--- config.mk ---
export PLATFORM = sky130hd
export DESIGN_NAME = gbts_ctrl
export DESIGN_NICKNAME = d
export VERILOG_FILES = /design/src/rtl/gbts_pkg.sv /design/src/rtl/gbts_ctrl.sv
export SDC_FILE = /design/constraint.sdc
export NUM_CORES = 1
export LEC_CHECK = 0
export ABC_CLOCK_PERIOD_IN_PS = 4700
export BUFFER_PORTS_ARGS = -buffer_cell sky130_fd_sc_hd__buf_2
export CORE_ASPECT_RATIO = 0.8
export CORE_MARGIN = 1.5
export CORE_UTILIZATION = 36
export DETAILED_ROUTE_END_ITERATION = 10
export HOLD_SLACK_MARGIN = 0.02
export PLACE_DENSITY = 0.64
export REMOVE_ABC_BUFFERS = 1
export SYNTH_ARGS = -nofsm -noshare
export SYNTH_HDL_FRONTEND = slang
export SYNTH_SLANG_ARGS = --single-unit
export TNS_END_PERCENT = 20
--- constraint.sdc ---
create_clock -name clk -period 4.7 [get_ports clk]
set_input_delay 0.47 -clock clk [delete_from_list [all_inputs] [get_ports clk]]
set_output_delay 0.47 -clock clk [all_outputs]
set_load 0.03 [all_outputs]
--- src/rtl/gbts_pkg.sv ---
// ----------------------------------------------------------------------------
// gbts_pkg
// shared widths, operation and status codes, memory request type
// ----------------------------------------------------------------------------
`default_nettype none

package gbts_pkg;

    localparam int CAPACITY_DEF = 1024;

    localparam int OP_W     = 3;
    localparam int CHAR_W   = 8;
    localparam int POS_W    = 11;
    localparam int STAT_W   = 2;
    localparam int MEM_AW   = 16;

    localparam int S_TDATA_W = 24;
    localparam int M_TDATA_W = 32;

    localparam logic [OP_W-1:0] OP_INSERT    = 3'd0;
    localparam logic [OP_W-1:0] OP_BACKSPACE = 3'd1;
    localparam logic [OP_W-1:0] OP_LEFT      = 3'd2;
    localparam logic [OP_W-1:0] OP_RIGHT     = 3'd3;
    localparam logic [OP_W-1:0] OP_MOVE      = 3'd4;
    localparam logic [OP_W-1:0] OP_READ      = 3'd5;

    localparam logic [STAT_W-1:0] ST_OK    = 2'd0;
    localparam logic [STAT_W-1:0] ST_FULL  = 2'd1;
    localparam logic [STAT_W-1:0] ST_BOUND = 2'd2;
    localparam logic [STAT_W-1:0] ST_RANGE = 2'd3;

    typedef struct packed {
        logic              we;
        logic [MEM_AW-1:0] waddr;
        logic [CHAR_W-1:0] wdata;
        logic              re;
        logic [MEM_AW-1:0] raddr;
    } mem_req_t;

endpackage

`default_nettype wire

--- src/rtl/gbts_ctrl.sv ---
// ----------------------------------------------------------------------------
// gbts_ctrl
// gap pointers, operation sequencer and result register
// ----------------------------------------------------------------------------
`default_nettype none

module gbts_ctrl
    import gbts_pkg::*;
#(
    parameter int CAPACITY = CAPACITY_DEF
)
(
    input  wire logic              clk,
    input  wire logic              rst_n,
    input  wire logic              in_valid,
    output logic                   in_ready,
    input  wire logic [OP_W-1:0]   opcode,
    input  wire logic [CHAR_W-1:0] char_in,
    input  wire logic [POS_W-1:0]  position,
    output logic                   out_valid,
    input  wire logic              out_ready,
    output logic      [STAT_W-1:0] status,
    output logic      [CHAR_W-1:0] char_out,
    output logic      [POS_W-1:0]  cursor_pos,
    output logic      [POS_W-1:0]  text_length,
    output mem_req_t               mem_req,
    input  wire logic [CHAR_W-1:0] mem_rdata
);

    localparam int PTR_W = $clog2(CAPACITY + 1);
    localparam int CMP_W = (PTR_W > POS_W) ? PTR_W : POS_W;
    localparam logic [PTR_W-1:0] CAP_PTR = PTR_W'(CAPACITY);
    localparam logic [PTR_W-1:0] ONE     = PTR_W'(1);

    localparam logic [2:0] S_IDLE  = 3'd0;
    localparam logic [2:0] S_LEFT  = 3'd1;
    localparam logic [2:0] S_RIGHT = 3'd2;
    localparam logic [2:0] S_READ  = 3'd3;
    localparam logic [2:0] S_OUT   = 3'd4;

    logic [2:0]        state_reg, state_next;
    logic [PTR_W-1:0]  gs_reg, gs_next;
    logic [PTR_W-1:0]  ge_reg, ge_next;
    logic [PTR_W-1:0]  cnt_reg, cnt_next;
    logic [PTR_W-1:0]  target_reg, target_next;
    logic              move_reg, move_next;
    logic [STAT_W-1:0] status_reg, status_next;
    logic [CHAR_W-1:0] char_reg, char_next;

    logic              out_valid_reg, out_valid_next;
    logic [STAT_W-1:0] out_status_reg, out_status_next;
    logic [CHAR_W-1:0] out_char_reg, out_char_next;
    logic [POS_W-1:0]  out_cursor_reg, out_cursor_next;
    logic [POS_W-1:0]  out_length_reg, out_length_next;

    logic [PTR_W-1:0]  gs_inc, gs_dec, gs_dec2, ge_inc, ge_dec;
    logic [CMP_W-1:0]  pos_ext, cnt_ext;
    logic [PTR_W-1:0]  move_target, read_idx;
    logic              accept;

    assign gs_inc  = gs_reg + ONE;
    assign gs_dec  = gs_reg - ONE;
    assign gs_dec2 = gs_reg - PTR_W'(2);
    assign ge_inc  = ge_reg + ONE;
    assign ge_dec  = ge_reg - ONE;

    assign pos_ext     = CMP_W'(position);
    assign cnt_ext     = CMP_W'(cnt_reg);
    assign move_target = (pos_ext < cnt_ext) ? PTR_W'(position) : cnt_reg;
    assign read_idx    = (pos_ext < CMP_W'(gs_reg)) ? PTR_W'(position)
                                                    : PTR_W'(position) + (ge_reg - gs_reg);

    assign in_ready = (state_reg == S_IDLE);
    assign accept   = in_valid && in_ready;

    always_comb
    begin
        state_next      = state_reg;
        gs_next         = gs_reg;
        ge_next         = ge_reg;
        cnt_next        = cnt_reg;
        target_next     = target_reg;
        move_next       = move_reg;
        status_next     = status_reg;
        char_next       = char_reg;
        out_valid_next  = out_valid_reg && !out_ready;
        out_status_next = out_status_reg;
        out_char_next   = out_char_reg;
        out_cursor_next = out_cursor_reg;
        out_length_next = out_length_reg;
        mem_req         = '0;

        unique case (state_reg)
            S_IDLE:
            begin
                if (accept)
                begin
                    status_next = ST_OK;
                    char_next   = '0;
                    move_next   = 1'b0;
                    state_next  = S_OUT;
                    unique case (opcode)
                        OP_INSERT:
                        begin
                            if (gs_reg == ge_reg)
                            begin
                                status_next = ST_FULL;
                            end
                            else
                            begin
                                mem_req.we    = 1'b1;
                                mem_req.waddr = MEM_AW'(gs_reg);
                                mem_req.wdata = char_in;
                                gs_next       = gs_inc;
                                cnt_next      = cnt_reg + ONE;
                            end
                        end
                        OP_BACKSPACE:
                        begin
                            if (gs_reg == '0)
                            begin
                                status_next = ST_BOUND;
                            end
                            else
                            begin
                                gs_next  = gs_dec;
                                cnt_next = cnt_reg - ONE;
                            end
                        end
                        OP_LEFT:
                        begin
                            if (gs_reg == '0)
                            begin
                                status_next = ST_BOUND;
                            end
                            else
                            begin
                                mem_req.re    = 1'b1;
                                mem_req.raddr = MEM_AW'(gs_dec);
                                state_next    = S_LEFT;
                            end
                        end
                        OP_RIGHT:
                        begin
                            if (ge_reg == CAP_PTR)
                            begin
                                status_next = ST_BOUND;
                            end
                            else
                            begin
                                mem_req.re    = 1'b1;
                                mem_req.raddr = MEM_AW'(ge_reg);
                                state_next    = S_RIGHT;
                            end
                        end
                        OP_MOVE:
                        begin
                            target_next = move_target;
                            move_next   = 1'b1;
                            if (gs_reg > move_target)
                            begin
                                mem_req.re    = 1'b1;
                                mem_req.raddr = MEM_AW'(gs_dec);
                                state_next    = S_LEFT;
                            end
                            else if (gs_reg < move_target)
                            begin
                                mem_req.re    = 1'b1;
                                mem_req.raddr = MEM_AW'(ge_reg);
                                state_next    = S_RIGHT;
                            end
                        end
                        OP_READ:
                        begin
                            if (pos_ext >= cnt_ext)
                            begin
                                status_next = ST_RANGE;
                            end
                            else
                            begin
                                mem_req.re    = 1'b1;
                                mem_req.raddr = MEM_AW'(read_idx);
                                state_next    = S_READ;
                            end
                        end
                        default:
                        begin
                            status_next = ST_OK;
                        end
                    endcase
                end
            end
            S_LEFT:
            begin
                mem_req.we    = 1'b1;
                mem_req.waddr = MEM_AW'(ge_dec);
                mem_req.wdata = mem_rdata;
                gs_next       = gs_dec;
                ge_next       = ge_dec;
                if (move_reg && (gs_dec > target_reg))
                begin
                    mem_req.re    = 1'b1;
                    mem_req.raddr = MEM_AW'(gs_dec2);
                end
                else
                begin
                    state_next = S_OUT;
                end
            end
            S_RIGHT:
            begin
                mem_req.we    = 1'b1;
                mem_req.waddr = MEM_AW'(gs_reg);
                mem_req.wdata = mem_rdata;
                gs_next       = gs_inc;
                ge_next       = ge_inc;
                if (move_reg && (gs_inc < target_reg))
                begin
                    mem_req.re    = 1'b1;
                    mem_req.raddr = MEM_AW'(ge_inc);
                end
                else
                begin
                    state_next = S_OUT;
                end
            end
            S_READ:
            begin
                char_next  = mem_rdata;
                state_next = S_OUT;
            end
            S_OUT:
            begin
                if (!out_valid_reg || out_ready)
                begin
                    out_valid_next  = 1'b1;
                    out_status_next = status_reg;
                    out_char_next   = char_reg;
                    out_cursor_next = POS_W'(gs_reg);
                    out_length_next = POS_W'(cnt_reg);
                    state_next      = S_IDLE;
                end
            end
            default:
            begin
                state_next = S_IDLE;
            end
        endcase
    end

    always_ff @(posedge clk or negedge rst_n)
    begin
        if (!rst_n)
        begin
            state_reg     <= S_IDLE;
            gs_reg        <= '0;
            ge_reg        <= CAP_PTR;
            cnt_reg       <= '0;
            move_reg      <= 1'b0;
            out_valid_reg <= 1'b0;
        end
        else
        begin
            state_reg     <= state_next;
            gs_reg        <= gs_next;
            ge_reg        <= ge_next;
            cnt_reg       <= cnt_next;
            move_reg      <= move_next;
            out_valid_reg <= out_valid_next;
        end
    end

    always_ff @(posedge clk)
    begin
        target_reg     <= target_next;
        status_reg     <= status_next;
        char_reg       <= char_next;
        out_status_reg <= out_status_next;
        out_char_reg   <= out_char_next;
        out_cursor_reg <= out_cursor_next;
        out_length_reg <= out_length_next;
    end

    assign out_valid   = out_valid_reg;
    assign status      = out_status_reg;
    assign char_out    = out_char_reg;
    assign cursor_pos  = out_cursor_reg;
    assign text_length = out_length_reg;

endmodule

`default_nettype wire

# == Word level (Yosys, flattened, before mapping) ==
# Cells that the tools add are included.
# word_totals
n_memories,0
mem_bits_ro,0
input_bits,34
reg_bits,91
latchBits,0
mem_bits_rw,0
elab_cells,115
out_inout_bits,76
# op_classes
addsub,9
n_shift,0
n_eq_ne,20
mul,0
n_mux,44
div,0
n_bitwise,0
magnitude_cmp,7
reduce_logical,22
# op_table
operator,n
$pmux W42 S3,1
$mux W17,7
$mux W11,7
$pmux W17 S4,1
$pmux W11 S2,3
$mux W25,2
$lt A11 B11 Y1,4
$mux W42,1
$add A11 B1 Y11 const B,3
$pmux W11 S3,1
$sub A11 B1 Y11 const B,3
$mux W3,9
$gt A11 B11 Y1,2
$pmux W8 S2,1
$pmux W3 S5,1
$eq A3 B2 Y1 const B,4
$pmux W3 S4,1
$add A11 B11 Y11,1
$eq A11 B11 Y1,1
$eq A11 B11 Y1 const B,1
$ge A11 B11 Y1,1
$logic_not A11 Y1,1
$sub A11 B11 Y11,1
$sub A11 B2 Y11 const B,1
21 further kinds,44

# == Logic depth before layout (Yosys ltp) ==
# depth
ltp_word,8
depth_mapped,17
depth_no_buf,16

# == Worst setup path before layout ==
# OpenSTA, ideal clock, no wires.
# synth_timing
path_kind,input to output
start,input port position[6]
end,output port mem_req[16] in the netlist's numbering
arrival_ns,4.058
setup_slack_ns,0.172
required_ns,4.230
n_path_buf,1
cell_stages,15
cell_sequence,ha_1 a21oi_1 o21ai_0 a2111oi_2 clkbuf_1 nor2_1 a21o_1 inv_1 ha_1 a211oi_1 nor2_1 a2111o_1 a21o_1 o211a_1 o21ai_0
# synth_lines
item,line_no,rtl
"start, declared",gbts_ctrl.sv:19,"input wire logic [POS_W-1:0] position,"
"end, declared",gbts_ctrl.sv:26,"output mem_req_t mem_req,"

==> impl_metrics.yaml <==
outcome:
  status: "finished with violations"
  violations: "negative setup slack"
sta:
  period_needed_ns: 4.83
  period_share_pct: 103
  tns_ns: -0.745
  slew_violations: 0
  worst_slack_ns: -0.134
  maxSlewHeadroom_pct: 16.4
  fmax_mhz: 207
  setup_viol: 10
  skew_ns: 0.0124
  hold-worst-slack_ns: 0.304
  rsz0062_at_grt: "yes"
  finalHoldViolCount: 0
  tightest_slew_ns: 1.25
floorplan:
  start_util_pct: 37.2
  dieArea_um2: 22500
  std_cell_rows: 47
  die_height_um: 135
  ioPinCount: 110
  core_area_um2: 20900
  die-width_um: 167
setup_path:
  worstPathArrival_ns: 4.36
  crit_required_ns: 4.23
  cp-end-kind: "output port"
  worstSetupPathType: "reg2out"
  cp_max_fo: 8
  start_kind: "register"
grt:
  grt_overflow: 0
  grt_max_degree: 39
  antenna_found_initial: 0
  grt_pass1_vias: 6562
  grt_usage_pct: 21.4
  grt_pass1_wl_um: 37000
routing:
  finalWirelength_um: 24100
  dr_total_vias: 7024
  wl_met1_um: 11600
  drc: 0
  wl_met2_um: 10200
  highest_layer: "met4"
  first_pass_iters: 6
  drtAntennaViolNets: 0
  wl_per_cell_um: 18.8
  routed_via_density: 5.47
  drtIter0Drc: 682
  wl_met3_um: 2030
final_layout:
  multi_input_area_um2: 4900
  drive_above_1_share_pct: 23.3
  register_area_um2: 2540
  final.fill_count: 2055
  insertedDiodeCount: 0
  synthToLayoutAreaGrowth_pct: 20.5
  nets: 1135
placement:
  dp_hpwl_um: 18400
  preCtsSetupSlack_ns: -0.0510
  numPortBuffers: 99
  place.gp.congestion: 0.936
synth:
  syn_area_per_cell_um2: 8.88
  synth_largest_area_cell: "edfxtp_1"
  synth_top_area_share_pct: 20.4
  yosys_most_used_dff: "edfxtp_1"
  synth_edf_count: 53
  yosys_warnings: 0
  yosys-top-cells-area: "edfxtp_1, ha_1, dfrtp_1"
  syn_area_um2: 7790
  yosysSeqAreaShare_pct: 32.6
  synth_cell_types: 74
  async_flop_share_pct: 41.8
  yosys-top-cells-count: "inv_1, ha_1, xnor2_1"
  ys_seq_elements: 91
  synth_cells: 877
  yosysMostFrequentCell: "inv_1"
worst_hold_path:
  hold_class: "in2async"
cts:
  cts.sinks: 91
  numCtsBuffers: 9
  clk_pin_slew_worst_paths_ns: 0.08
  cts_tree: "built"
  clk_latency_ns: 0.36
  ctsLongestPathBuffers: 2
  h-tree-depth: 3
  cts-root-buf: "clkbuf_16"
pwr:
  leakage_nw: 4.12
  ir_worst_vdd_mv: 0.341
  power_density_nw_per_um2: 672
flow_run:
  maxCapViolCount: 0
metal layers:
metal / up-vias / GRT usage [%]
met4: 0 / 5.46
met3: 34 / 3.78
met2: 338 / 32.1
li1: 3343 / -
met5: - / 0
met1: 3309 / 31.6
layout make-up:
class	count	share of cell area, %
multi-input combinational	654	52.2
tap	269	3.58
clock buffer	10	2.44
sequential	91	27.1
timing repair buffer	163	10.6
clock inverter	6	0.506
inverter	91	3.64
repair_timing:
action | 4_1_cts | 5_1_grt
setup endpoints to repair | 12 | 12
setup buffers | 12 | 4
gates cloned | 2 | 0
resized for setup | 30 | 19
endpoints found under the hold margin | 0 | 0
pin swaps | 15 | 15
hold buffers | 0 | 0
critical path, cell delays in order, from the launching register on:
cell and delay, ns:
dfrtp_1 0.42, inv_2 0.08, ha_4 0.28, nand4_1 0.18
a211oi_2 0.33, a2111oi_4 0.05, buf_4 0.16, buf_6 0.13
nor2_2 0.08, a21o_1 0.12, inv_1 0.05, ha_1 0.28
nand3b_1 0.15, a211oi_2 0.11, buf_4 0.14, a211o_1 0.32
a21oi_2 0.46, a222oi_1 0.20, o211ai_1 0.17, buf_2 0.26
metrics by stage:
step / cells / utilization [%] / power, mW / area (µm²)
final: 1284 / 44.8 / 6.31 / 9390
after CTS: 1280 / 44.3 / 6.15 / 9260
after detailed placement: 1250 / 41.9 / 5.19 / 8770
after floorplan: 836 / - / 4.06 / 7580
after global placement: 1250 / 41.9 / 5.13 / 8770
after global routing: 1284 / 44.8 / 6.79 / 9390
placed cells by master, fill, tap and decap left out, types with 5 or more instances in the layout:
cell / synthesis / layout
buf_4: 11 / 65
edfxtp_1: 53 / 53
clkbuf_16: 0 / 9
nor2_1: 63 / 60
nor3_1: 21 / 19
o21ai_1: 3 / 6
buf_2: 9 / 95
o211ai_1: 10 / 10
or2_2: 5 / 5
nor4_1: 5 / 5
a22o_1: 9 / 9
nand2b_1: 10 / 10
inv_2: 1 / 5
nand3_1: 27 / 27
fa_1: 11 / 11
conb_1: 1 / 10
xor2_1: 10 / 10
a21oi_1: 59 / 47
dfrtp_1: 37 / 37
a21oi_2: 1 / 12
and2_1: 10 / 10
inv_1: 89 / 85
a21o_1: 9 / 9
ha_4: 0 / 6
nor2b_1: 5 / 5
ha_1: 80 / 74
nand2_1: 75 / 75
o31ai_1: 6 / 6
nand4_1: 17 / 17
o21ai_0: 43 / 39
mux2i_1: 5 / 5
xnor2_1: 78 / 78
logic make-up after synthesis:
logic type / after synthesis / synth area share (%)
AO/OA/AOI/OAI: 193 / 16.3
XOR/XNOR: 88 / 9.89
adder cells (fa/ha/maj): 91 / 15.7
buffers and inverters: 141 / 7.56
flip-flops: 91 / 32.6
multiplexers: 7 / 0.931
other: 1 / 0.0481
AND/OR/NAND/NOR: 265 / 16.9
where the power goes:
part | leakage, nW | switching (mW) | internal, mW
clock | 0.134 | 0.346 | 0.365
sequential | 0.962 | 0.229 | 1.17
combinational | 3.02 | 2.50 | 1.71
worst paths after layout:
check / from / end / slack, ns / depth (start not counted)
min in group clk: out_ready / out_valid$_DFF_PN0_ / 0.41 / 3
max: cnt_ext[8]$_DFFE_PN0P_ / mem_req[4] / -0.13 / 19
max reg2reg: cnt_ext[8]$_DFFE_PN0P_ / state_reg[0]$_DFFE_PN0P_ / 0.87 / 20
min reg2reg: char_reg[0]$_SDFFCE_PN0P_ / char_out[0]$_DFFE_PP_ / 0.42 / 0
min: rst_n / out_valid$_DFF_PN0_ / 0.30 / 1
max in group asynchronous: rst_n / cnt_ext[9]$_DFFE_PN0P_ / 3.75 / 1
No activity file was read; power rests on OpenSTA's default activity.
